===== src/sv/gha_pkg.sv =====
// Shared constants, codes and control/status types for the handle allocator.
package gha_pkg;

  localparam int SLOTS    = 1024;
  localparam int GEN_BITS = 32;
  localparam int IDX_W    = $clog2(SLOTS);
  localparam int CNT_W    = $clog2(SLOTS + 1);

  localparam int IN_DATA_W  = 48;
  localparam int OUT_DATA_W = 56;
  localparam int CMD_W      = 2;
  localparam int STATUS_W   = 2;

  localparam logic [CMD_W-1:0] CMD_CREATE  = 2'd0;
  localparam logic [CMD_W-1:0] CMD_DESTROY = 2'd1;
  localparam logic [CMD_W-1:0] CMD_QUERY   = 2'd2;
  localparam logic [CMD_W-1:0] CMD_MIRROR  = 2'd3;

  localparam logic [STATUS_W-1:0] ST_OK    = 2'd0;
  localparam logic [STATUS_W-1:0] ST_STALE = 2'd1;
  localparam logic [STATUS_W-1:0] ST_FULL  = 2'd2;
  localparam logic [STATUS_W-1:0] ST_RANGE = 2'd3;

  typedef enum logic [1:0] {
    FIN_NONE,
    FIN_EXEC,
    FIN_POP,
    FIN_CLAIM
  } fin_t;

  typedef struct packed {
    logic accept;
    logic clr_wr;
    logic rd_pop;
    logic scan_rd;
    logic scan_next;
    logic top_rd;
    logic swap_wr;
    fin_t fin;
  } gha_ctl_t;

  typedef struct packed {
    logic [CMD_W-1:0] cmd;
    logic             rng_err;
    logic             alive;
    logic             stack_empty;
    logic             stack_match;
    logic             scan_last;
    logic             clr_last;
    logic             out_free;
  } gha_st_t;

endpackage


===== src/sv/gha_ctrl.sv =====
// Sequencing state machine of the handle allocator.
module gha_ctrl (
  input  logic              clk,
  input  logic              rst_n,
  input  logic              in_tvalid,
  output logic              in_tready,
  input  gha_pkg::gha_st_t  st,
  output gha_pkg::gha_ctl_t ctl
);
  import gha_pkg::*;

  localparam logic [3:0] S_CLR      = 4'd0;
  localparam logic [3:0] S_IDLE     = 4'd1;
  localparam logic [3:0] S_EXEC     = 4'd2;
  localparam logic [3:0] S_CWR      = 4'd3;
  localparam logic [3:0] S_SCAN_RD  = 4'd4;
  localparam logic [3:0] S_SCAN_CMP = 4'd5;
  localparam logic [3:0] S_TOP_RD   = 4'd6;
  localparam logic [3:0] S_TOP_WR   = 4'd7;
  localparam logic [3:0] S_MFIN     = 4'd8;

  logic [3:0] state_r, state_nxt;

  always_ff @(posedge clk) begin
    if (!rst_n) begin
      state_r <= S_CLR;
    end else begin
      state_r <= state_nxt;
    end
  end

  assign in_tready = (state_r == S_IDLE);

  always_comb begin
    state_nxt = state_r;
    ctl       = '0;
    ctl.fin   = FIN_NONE;
    unique case (state_r)
      S_CLR: begin
        ctl.clr_wr = 1'b1;
        if (st.clr_last) begin
          state_nxt = S_IDLE;
        end
      end
      S_IDLE: begin
        ctl.accept = in_tvalid;
        if (in_tvalid) begin
          state_nxt = S_EXEC;
        end
      end
      S_EXEC: begin
        priority if (st.cmd == CMD_CREATE && !st.stack_empty) begin
          ctl.rd_pop = 1'b1;
          state_nxt  = S_CWR;
        end else if (st.cmd == CMD_MIRROR && !st.rng_err && !st.alive) begin
          state_nxt = st.stack_empty ? S_MFIN : S_SCAN_RD;
        end else if (st.out_free) begin
          ctl.fin   = FIN_EXEC;
          state_nxt = S_IDLE;
        end else begin
          state_nxt = S_EXEC;
        end
      end
      S_CWR: begin
        if (st.out_free) begin
          ctl.fin   = FIN_POP;
          state_nxt = S_IDLE;
        end
      end
      S_SCAN_RD: begin
        ctl.scan_rd = 1'b1;
        state_nxt   = S_SCAN_CMP;
      end
      S_SCAN_CMP: begin
        priority if (st.stack_match) begin
          state_nxt = S_TOP_RD;
        end else if (st.scan_last) begin
          state_nxt = S_MFIN;
        end else begin
          ctl.scan_next = 1'b1;
          state_nxt     = S_SCAN_RD;
        end
      end
      S_TOP_RD: begin
        ctl.top_rd = 1'b1;
        state_nxt  = S_TOP_WR;
      end
      S_TOP_WR: begin
        ctl.swap_wr = 1'b1;
        state_nxt   = S_MFIN;
      end
      S_MFIN: begin
        if (st.out_free) begin
          ctl.fin   = FIN_CLAIM;
          state_nxt = S_IDLE;
        end
      end
      default: begin
        state_nxt = S_CLR;
      end
    endcase
  end

endmodule


===== config.mk =====
export PLATFORM = sky130hd
export DESIGN_NAME = gha_ctrl
export DESIGN_NICKNAME = d
export VERILOG_FILES = /design/src/sv/gha_pkg.sv /design/src/sv/gha_ctrl.sv
export SDC_FILE = /design/constraint.sdc
export NUM_CORES = 1
export LEC_CHECK = 0
export BUFFER_PORTS_ARGS = -buffer_cell sky130_fd_sc_hd__buf_4
export CORE_AREA = 4 4 41 43
export CTS_BUF_LIST = sky130_fd_sc_hd__clkbuf_4 sky130_fd_sc_hd__clkbuf_8
export CTS_CLUSTER_SIZE = 12
export DETAILED_ROUTE_END_ITERATION = 10
export DIE_AREA = 0 0 45 47
export PLACE_DENSITY_LB_ADDON = 0.3
export SLEW_MARGIN = 20
export SYNTH_ARGS = -nofsm -noshare
export SYNTH_HDL_FRONTEND = slang
export SYNTH_SLANG_ARGS = --single-unit

===== constraint.sdc =====
create_clock -name clk -period 1.7 [get_ports clk]
set_clock_uncertainty 0.1 [all_clocks]
set_input_delay 0.17 -clock clk [delete_from_list [all_inputs] [get_ports clk]]
set_output_delay 0.17 -clock clk [all_outputs]
set_load 0.05 [all_outputs]

Word level (Yosys, flattened, before mapping). Index checks and enable logic that the tools add are counted.

Reductions and logical operators: 10. Multiplexer cells: 26. Eq/ne operators: 12.

Operators with widths (number): $mux 4 (8); $pmux 4 s8 (1); $eq 4x3->1 const B (4); $mux 1 (13); $eq 4x2->1 const B (2); $mux 2 (3); $pmux 2 s3 (1); $eq 4x1->1 const B (1); $eq 4x4->1 const B (1); $logic_not 4->1 (1); $ne 2x2->1 const B (2); $logic_and 1x1->1 (3); $logic_not 1->1 (3); $reduce_and 3->1 (1); $eq 2x2->1 const B (1); $logic_not 2->1 (1); $ne 2x1->1 const B (1); $reduce_or 2->1 (1).

Bits in registers: 4.

Longest topological paths before layout. Gate-level depths: netlist (run 1).

Depth after elaboration: 6. Gate-level depth with buffers: 5. Mapped depth without buffers: 4.

Worst setup path after synthesis (run 1). No wires, ideal clock.

Path type: register -> output. From: register state_r[0]. To: output port ctl[8] in the netlist's numbering. Arrival time: 2.420 ns. Cell stages (with the launch flop): 4. Buffers on the path: 1. Setup slack: -0.990 ns. Cell sequence: dfxtp_1 clkbuf_1 nor3b_1 and2_1.

RTL lines: start: declaration (line gha_ctrl.sv:22) `logic [3:0] state_r, state_nxt;`; start signal: assignment (line gha_ctrl.sv:28) `state_r <= state_nxt;`; end: declaration (line gha_ctrl.sv:8) `output gha_pkg::gha_ctl_t ctl`.

==> summary.md, run 1 <==
| Metric | Value |
|---|---|
| Outcome | finished, violations left |
| Violations in the final reports | setup timing |
| DIE AREA | 2120 um2 |
| Startpoint type of the worst setup path | register |
| Crit Path Class | reg2out |
| Slowest cell on crit path | or4b_4 |
| Yosys top cell area share | 17.7% |
| Filler cell count in the final layout | 118 |
| Post-synthesis simple-gate area fraction | 54.3% |
| Synth Area per Inst | 7.29 um2 |
| R2r startpoint | state_r[3] |
| Number of buffers added by the clock tree synthesis step | 3 |
| Crit path required time | 1.43 ns |
| Ports | 22 |
| Worst Hold End | state_r[2] |
| Critical path, cell by cell | or4b_4 > nor3_2 > o21a_2 > buf_8 |
| Routed length on met2 | 822 um |
| Port Buffers | 21 |
| Gate count of the mapped netlist | 62 |
| Fraction of layout instances using a drive strength above 1 | between 60 and 70% |
| Most common cell after layout, fill and taps aside | buf_4 |
| Main combinational cell family by area after synthesis | simple AND/OR/NAND/NOR gates |
| Sinks on Clock Net | 4 |
| Cell area after technology mapping | approximately 450 um2 |
| Leak | around 0.35 nW |
| Total core area | 1300 um2 |
| Worst max-slew margin expressed relative to the limit | 73.8% |
| Share of the yosys chip area belonging to registers | 17.7% |
| Clock slew seen by the registers of the worst setup and hold paths | 0.04 ns |
| Maximum resistive drop on vdd | 0.443 mV |
| Vias in the first global route | around 550 |
| Placed Instances | 100 |
| Clock latency at the later pin of the worst-skew pair | roughly 0.24 ns |
| Non-filler cells, final | 110 |
| Final number of hold-violating endpoints | 0 |
| Post-synthesis register bit count | 4 |
| Final Critical Period | 1.81 ns |
| H-Tree Level Count | 1 |
| Wire length on met1 | 610 um |
| Cell accounting for the most synthesized area | dfxtp_1 |
| Power Density | approximately 510 nW/um2 |
| Multi-input logic area | 407 um2 |
| Crit path capture type | primary output |
| Clock tree root buffer cell | clkbuf_4 |
| Antenna violations before repair | 0 |
| Final period util | 107% |
| Critical path arrival | 1.54 ns |
| Weighted congestion at the end of routability-driven global placement | 0.801 |
| Max-cap violations | 0 |
| Nets in the synthesized netlist | 74 |
| Slew at the pin closest to its max-slew limit | 0.390 ns |
| Overall fraction of global-route tracks in use | 15.6% |
| Nets | 109 |
| Final Instance Area | 830 um2 |
| Biggest register | state_r |
| Final sum of negative setup slack | -0.255 ns |
| Adder-cell area share of the yosys netlist | 0% |
| Hold_sp | rst_n |
| Depth of the worst register-to-register path | 5 |
| Die Span X | 45 um |
| Global-route wire length before repair | 2420 um |
| Number of vias in the routed layout | 617 |
| Capture point of the worst reg-to-reg path | state_r[0] |
| Setup repair after global routing missed its margin | true |
| Post-synthesis mux area share | approximately 2.5% |
| Top FF cell, synth | dfxtp_1 |
| Count of inserted antenna diode cells | 0 |
| Async SR Flop Fraction | 0% |
| Avg Vias per Cell | between 5 and 6 |
| CTS tree | done |
| Count of antenna-violating nets left after detailed routing | 0 |
| Class of the tightest hold or removal check | in2reg |
| Hpwl dp | 1040 um |
| Final setup violating endpoints | 4 |
| Synth Area in XOR/XNOR | 0% |
| Layout area overhead | 83.7% |
| Warnings, synthesis | 0 |
| Crit-path max cell delay | 0.54 ns |
| Maximum count of clock buffers along a single path | 2 |
| Largest net degree at the start of global routing | 15 |
| Placement-stage cell area | 686 um2 |
| Fmax | approximately 550 MHz |
| Worst Path Max Fanout | 3 |
| Hold Crit Depth | 3 |
| Final routed DRC violation total | 0 |
| Biggest area contributors in the synthesized netlist | dfxtp_1, nor2_1, nor3_1 |
| R2R setup slack | 0.07 ns |
| Die Ht | 47 um |
| Biggest registers after layout | state_r (4) |
| Number of slew-limit violations in the final report | 0 |
| Flip-flop count of the largest register after layout | 4 |
| Initial Util | between 30% and 40% |
| Compound-Gate Fraction of Synth Area | a little under a fifth |
| Synth unique cells | 33 |
| FF/Latch Area | 83.8 um2 |
| Number of standard-cell rows in the floorplan | 13 |
| DRC marker count from the first detailed-route iteration | 6 |
| Avg WL per Cell | approximately 14 um |
| Final WL | 1520 um |
| Uppermost routed layer | met3 |
| Number of synthesized flops with an enable pin | 0 |
| Remaining global-route overflow | 0 |
| Commonest cells after routing, fill and taps aside | buf_4, buf_6, nor2_1, o21ai_0 |
| Met3 Routed Length | 88 um |
| Final worst slack | -0.114 ns |
| Length of the first detailed-routing pass in iterations | 4 |
[worst max-delay path, delay by kind of cell (launching register included)]
family	cells	cell delay, ns
compound gates	1	0.15
buf+inv	1	0.14
flops	1	0.32
simple gates	2	0.70
[power breakdown]
group,internal [W],switching (W)
clock,0.0000793,0.0000431
combinational,0.0000905,0.000103
sequential,0.0000998,0.00000388
[logic make-up after synthesis]
family	after synthesis
DFF	4
buffers and inverters	5
AOI/OAI and AO/OA	14
muxes	1
and+or+nand+nor	38
[final cells by class]
| type | count | area share [%] |
|---|---|---|
| timing repair buffer | 33 | 35.0 |
| sequential | 4 | 10.1 |
| clock buffer | 3 | 2.71 |
| multi-input combinational | 53 | 49.0 |
| tap | 15 | 2.26 |
| inverter | 2 | 0.905 |
[metal layers]
metal / GRT usage (%) / vias up
met5: 0 / -
met4: 1.75 / 0
met3: 6.90 / 0
met2: 27.4 / 20
met1: 18.0 / 303
li1: - / 294
[stage by stage]
| stage | utilization, % | power, W | hold slack (ns) | setup WS [ns] |
|---|---|---|---|---|
| 4_1_cts | 59.4 | 0.000417 | 0.0996 | -0.117 |
| 3_5_place_dp | 52.7 | 0.000272 | 0.343 | 0.0725 |
| 6_report | 63.7 | 0.000419 | 0.104 | -0.114 |
| 2_1_floorplan | - | 0.000212 | 0.221 | -0.182 |
| 3_3_place_gp | 52.7 | 0.000271 | 0.352 | 0.0832 |
| 5_1_grt | 63.7 | 0.000447 | 0.123 | -0.178 |
[repair_timing]
item	4_1_cts	5_1_grt
hold buffers	0	0
endpoints found under the setup margin	5	10
gates cloned	0	1
resized for setup	13	7
pin swaps	2	1
setup buffers	2	4
hold endpoints to repair	0	0
[Yosys cell counts, drive strengths merged, types with 3 or more instances]
library cell  instances
nor2                  9
a21oi                 3
o21ai                 5
or2b                  3
nor3                  5
dfxtp                 4
[how the worst max path moves through the flow]
stage	from	end	slack [ns]	cells past startpoint
2_1_floorplan	state_r[0]	ctl[8]	-0.18	3
3_3_place_gp	state_r[3]	state_r[0]	0.08	5
3_5_place_dp	state_r[3]	state_r[0]	0.07	5
4_1_cts	state_r[3]	ctl[0]	-0.12	4
5_1_grt	state_r[3]	ctl[0]	-0.18	4
6_report	state_r[3]	ctl[0]	-0.11	4
No activity file was read; power rests on OpenSTA's default activity.
==> inputs of run 2 (changes only) <==
Settings changed: ABC_AREA set to 1, CORE_AREA 4 4 41 43 to 2 2 39 41, DIE_AREA 0 0 45 47 to 0 0 41 43.
==> summary.md, run 2 <==
| Metric | Value |
|---|---|
| Cell with the most instances after synthesis | nand2_1 |
| Critical path arrival | 1.32 ns |
| Capture point of the worst reg-to-reg path | state_r[0] |
| Cell area after technology mapping | 434 um2 |
| Total core area | 1380 um2 |
| Post-synthesis simple-gate area fraction | about three fifths |
| Dpl ws | roughly 0.29 ns |
| Depth of the worst register-to-register path | 7 |
| H-Tree Level Count | 1 |
| Flip-flop count of the largest register after layout | 4 |
| Die Span X | 41 um |
| Cell accounting for the most synthesized area | dfxtp_1 |
| Fmax | 629 MHz |
| R2r startpoint | state_r[3] |
| Number of synthesized flops with an enable pin | 0 |
| Outcome | finished, final reports clean |
| Global-route wire length before repair | 1710 um |
| Ports | 22 |
| Startpoint type of the worst setup path | register |
| Final Critical Period | 1.59 ns |
| Count of inserted antenna diode cells | 0 |
| Max-cap violations | 0 |
| Async SR Flop Fraction | 0% |
| Hold Crit Depth | 3 |
| Final routed DRC violation total | 0 |
| R2R setup slack | 0.38 ns |
| Biggest area contributors in the synthesized netlist | dfxtp_1, nand2_1, nor2_1 |
| Nets in the synthesized netlist | 90 |
| Biggest registers after layout | state_r (4) |
| Antenna violations before repair | 0 |
| Yosys top cell area share | 18.4% |
| Sinks on Clock Net | 4 |
| CTS tree | done |
| Remaining global-route overflow | 0 |
| Port Buffers | 21 |
| Worst Path Max Fanout | 5 |
| Number of standard-cell rows in the floorplan | 14 |
| Biggest register | state_r |
| Pwr Total | 0.000815 W |
| Warnings, synthesis | 0 |
| Most common cell after layout, fill and taps aside | buf_4 |
| Overall fraction of global-route tracks in use | 13.9% |
| Post-synthesis register bit count | 4 |
| Number of vias in the routed layout | between 500 and 600 |
| Largest net degree at the start of global routing | 8 |
| Final setup violating endpoints | 0 |
| Length of the first detailed-routing pass in iterations | 3 |
| Maximum count of clock buffers along a single path | 2 |
| Maximum resistive drop on vdd | roughly 0.47 mV |
| Setup repair after global routing missed its margin | false |
| Worst max-slew margin expressed relative to the limit | 84.3% |
| Initial Util | 31.4% |
| Placed Instances | about 120 |
| Compound-Gate Fraction of Synth Area | 11.8% |
| Worst Hold End | state_r[3] |
| Hold_sp | rst_n |
| Crit Path Class | reg2out |
| Weighted congestion at the end of routability-driven global placement | around 0.75 |
| Share of the yosys chip area belonging to registers | 18.4% |
| Setup bufs post-CTS | 0 |
| Main combinational cell family by area after synthesis | simple AND/OR/NAND/NOR gates |
| Avg Vias per Cell | 4.60 |
| Top post-synthesis cells by count | nand2_1, nor2_1, inv_1 |
| Final worst slack | 0.110 ns |
| Top FF cell, synth | dfxtp_1 |
| Clock latency at the later pin of the worst-skew pair | 0.23 ns |
| Non-filler cells, final | 118 |
| Final WL | 1100 um |
| Power Density | 1230 nW/um2 |
| Synth Area per Inst | approximately 5.6 um2 |
| Cts hold-fix bufs | 0 |
| Gate count of the mapped netlist | 78 |
| Number of slew-limit violations in the final report | 0 |
| Hpwl dp | 965 um |
| Crit path required time | 1.43 ns |
| Post-synthesis mux area share | 0% |
| Synth unique cells | 17 |
| Final number of hold-violating endpoints | 0 |
| Clock tree root buffer cell | clkbuf_4 |
| Layout area overhead | 52.7% |
| Fraction of layout instances using a drive strength above 1 | a little over two fifths |
| Avg WL per Cell | 9.36 um |
| Commonest cells after routing, fill and taps aside | buf_4, nand2_1, nor2_1, inv_1, nand3_1 |
| Die Ht | 43 um |
| Adder-cell area share of the yosys netlist | 0% |
| Crit path capture type | primary output |
| DIE AREA | 1760 um2 |
| DRC marker count from the first detailed-route iteration | 15 |
| Final sum of negative setup slack | 0 ns |
| Class of the tightest hold or removal check | in2reg |
| Number of buffers added by the clock tree synthesis step | 3 |
| Vias in the first global route | 444 |
| Count of antenna-violating nets left after detailed routing | 0 |
| Leak | ~0.34 nW |
| Clock slew seen by the registers of the worst setup and hold paths | 0.03 ns |
| Nets | 116 |
| Slew at the pin closest to its max-slew limit | 0.235 ns |
| Final period util | 93.5% |
| Synth Area in XOR/XNOR | 0% |
## run 2: logic make-up after synthesis
| group | count (synthesis) |
|---|---|
| simple gates | 52 |
| buf+inv | 13 |
| compound gates | 9 |
| flops | 4 |
## run 2: final cells by class
class                      count  area, um2
inverter                      13       48.8
timing repair buffer          21        165
tap                           16       20.0
sequential                     4       82.6
clock buffer                   3       22.5
multi-input combinational     61        324
fill                         145        721
## run 2: how the worst max path moves through the flow
stage                    start      to  slack, ns
global placement    state_r[2]  ctl[0]       0.32
global route        state_r[0]  ctl[4]       0.01
CTS                 state_r[2]  ctl[0]       0.04
finish              state_r[3]  ctl[0]       0.11
floorplan           state_r[1]  ctl[1]      0.001
detailed placement  state_r[2]  ctl[0]       0.29
## run 2: metrics by stage
| stage | hold slack [ns] | cell area, um2 | utilization [%] |
|---|---|---|---|
| floorplan | 0.240 | 453 | - |
| global placement | 0.345 | 631 | 45.6 |
| detailed placement | 0.349 | 631 | 45.6 |
| CTS | 0.107 | 653 | 47.2 |
| global route | 0.144 | 663 | 47.9 |
| finish | 0.118 | 663 | 47.9 |
## run 2: routing by layer
| layer | up-vias | routed length [um] | GRT usage [%] |
|---|---|---|---|
| met5 | - | 0 | 0 |
| met4 | 0 | 0 | 2.00 |
| met3 | 0 | 53 | 3.14 |
| met2 | 12 | 550 | 22.5 |
| met1 | 236 | 500 | 18.3 |
| li1 | 295 | - | - |
## run 2: worst max-delay path, stage by stage, from the launching register on
cell	delay, ns
dfxtp_1	0.36
inv_2	0.08
nand2_2	0.08
nor2_1	0.14
nand3_1	0.13
o22ai_2	0.12
buf_6	0.18
## run 2: power by group
| part | total, W | internal (W) | switching [W] |
|---|---|---|---|
| logic | 0.000545 | 0.000177 | 0.000369 |
| registers | 0.000156 | 0.000121 | 0.0000355 |
| clock network | 0.000113 | 0.0000787 | 0.0000348 |
| total | 0.000815 | 0.000376 | 0.000439 |
## run 2: repair_timing
item	in CTS	in global routing
setup endpoints to repair	0	3
endpoints found under the hold margin	0	0
resized for setup	0	5
==> inputs of run 3 (changes only) <==
--- a/config.mk
+++ b/config.mk
@@ -7,5 +7,4 @@
 export LEC_CHECK = 0
 export ABC_AREA = 1
-export BUFFER_PORTS_ARGS = -buffer_cell sky130_fd_sc_hd__buf_4
 export CORE_AREA = 2 2 39 41
 export CTS_BUF_LIST = sky130_fd_sc_hd__clkbuf_4 sky130_fd_sc_hd__clkbuf_8
@@ -13,5 +12,5 @@
 export DETAILED_ROUTE_END_ITERATION = 10
 export DIE_AREA = 0 0 41 43
-export PLACE_DENSITY_LB_ADDON = 0.3
+export DONT_BUFFER_PORTS = 1
 export SLEW_MARGIN = 20
 export SYNTH_ARGS = -nofsm -noshare
==> constraint.sdc (replaced) <==
create_clock -name clk -period 1.7 [get_ports clk]
set_clock_uncertainty 0.1 [all_clocks]
set_input_delay 0.085 -clock clk [delete_from_list [all_inputs] [get_ports clk]]
set_output_delay 0.085 -clock clk [all_outputs]
set_load 0.05 [all_outputs]
==> summary.md, run 3 (synthesis results as in run 2) <==
| Metric | Value |
|---|---|
| Worst max-slew margin expressed relative to the limit | about 72% |
| Clock slew seen by the registers of the worst setup and hold paths | 0.04 ns |
| Pwr Total | 0.000786 W |
| Number of buffers added by the clock tree synthesis step | 3 |
| Crit path capture type | primary output |
| Most common cell after layout, fill and taps aside | nand2_1 |
| Vias in the first global route | approximately 440 |
| Maximum resistive drop on vdd | 0.602 mV |
| Overall fraction of global-route tracks in use | 14.1% |
| PostCTS Resize Cnt | 0 |
| Final period util | a little over 90% |
| Non-filler cells, final | approximately 110 |
| Final WL | 1040 um |
| H-Tree Level Count | 1 |
| Antenna violations before repair | 0 |
| Final worst slack | 0.118 ns |
| Remaining global-route overflow | 0 |
| Final setup violating endpoints | 0 |
| Placement-stage cell area | 534 um2 |
| Crit Path Class | reg2out |
| Dpl ws | 0.355 ns |
| Number of vias in the routed layout | 505 |
| Count of inserted antenna diode cells | 0 |
| Setup repair after global routing missed its margin | false |
| Worst Path Max Fanout | 4 |
| Final number of hold-violating endpoints | 0 |
| Placed Instances | 103 |
| Total core area | 1380 um2 |
| Clock tree root buffer cell | clkbuf_4 |
| Crit path required time | 1.51 ns |
| Clock latency at the later pin of the worst-skew pair | roughly 0.23 ns |
| Biggest register | state_r |
| Flip-flop count of the largest register after layout | 4 |
| Hpwl dp | 904 um |
| Nets | 106 |
| Maximum count of clock buffers along a single path | 2 |
| Length of the first detailed-routing pass in iterations | 4 |
| DRC marker count from the first detailed-route iteration | 6 |
| Final routed DRC violation total | 0 |
| Count of antenna-violating nets left after detailed routing | 0 |
| Port Buffers | 0 |
| Leak | 0.282 nW |
| Die Span X | 41 um |
| Fraction of layout instances using a drive strength above 1 | 30.4% |
| Ports | 22 |
| Largest net degree at the start of global routing | 8 |
| Hold Crit Depth | 3 |
| Depth of the worst register-to-register path | 8 |
| Fmax | 632 MHz |
| Max-cap violations | 0 |
| Slew at the pin closest to its max-slew limit | just over 0.4 ns |
| Sinks on Clock Net | 4 |
| Layout area overhead | 32.9% |
| Global-route wire length before repair | 1660 um |
| Outcome | finished, final reports clean |
| Avg Vias per Cell | ~4.7 |
| Commonest cells after routing, fill and taps aside | nand2_1, nor2_1, inv_1, buf_4, nand3_1 |
| CTS tree | done |
| Avg WL per Cell | a little under 10 um |
| Final worst hold slack | 0.0113 ns |
| Number of standard-cell rows in the floorplan | 14 |
| Startpoint type of the worst setup path | register |
| Biggest registers after layout | state_r (4) |
| Class of the tightest hold or removal check | in2reg |
| Final Instance Area | 577 um2 |
| Power Density | 1360 nW/um2 |
| Weighted congestion at the end of routability-driven global placement | 0.771 |
| Critical path arrival | around 1.4 ns |
| Initial Util | roughly a third |
| Number of slew-limit violations in the final report | 0 |
| Die Ht | approximately 43 um |
| DIE AREA | 1760 um2 |
| Final Critical Period | 1.58 ns |
## run 3: cell types whose count changed in the layout (fill, tap and decap cells not counted), sizes merged
cell,change
buf,-12
dlygate4sd3,+2
## run 3: stage by stage
| stage | util [%] | TNS [ns] |
|---|---|---|
| 4_1_cts | 41.7 | 0 |
| 6_report | 41.7 | 0 |
| 2_1_floorplan | - | -0.00781 |
| 3_5_place_dp | 38.6 | 0 |
| 3_3_place_gp | 38.6 | 0 |
| 5_1_grt | 41.7 | 0 |
## run 3: worst max-delay path: stages, from the launching register on
cell and delay [ns]:
dfxtp_1 0.33, inv_1 0.14, nand2_2 0.11, nor2_1 0.14
nand3_1 0.11, o22ai_1 0.12, buf_4 0.22
## run 3: power by group
part / switching [W] / internal, W
Combinational: 0.000361 / 0.000161
Sequential: 0.0000342 / 0.000116
Clock: 0.0000354 / 0.0000787
## run 3: path summary, 6_finish.rpt
check | startpoint | to | slack [ns]
max | state_r[2] | ctl[0] | 0.12
min | st[2] | state_r[2] | 0.01
max reg2reg | state_r[0] | state_r[1] | 0.38
min reg2reg | state_r[1] | state_r[1] | 0.45
## run 3: layout make-up
type	instances	area, um2
clock buffer	3	22.5
fill	147	807
inverter	13	48.8
multi-input combinational	61	318
sequential	4	80.1
tap	16	20.0
timing repair buffer	11	87.6
## run 3: layer usage
metal / vias up / wire [um] / track usage (%)
met5: - / 0 / 0
met4: 0 / 0 / 8.00
met3: 0 / 63 / 3.14
met2: 15 / 514 / 20.9
met1: 212 / 463 / 17.7
li1: 278 / - / -
## run 3: what timing repair did
| action | in CTS | in global routing |
|---|---|---|
| hold buffers | 2 | 0 |
| buffers inserted | 0 | 0 |
| hold endpoints to repair | 4 | 0 |
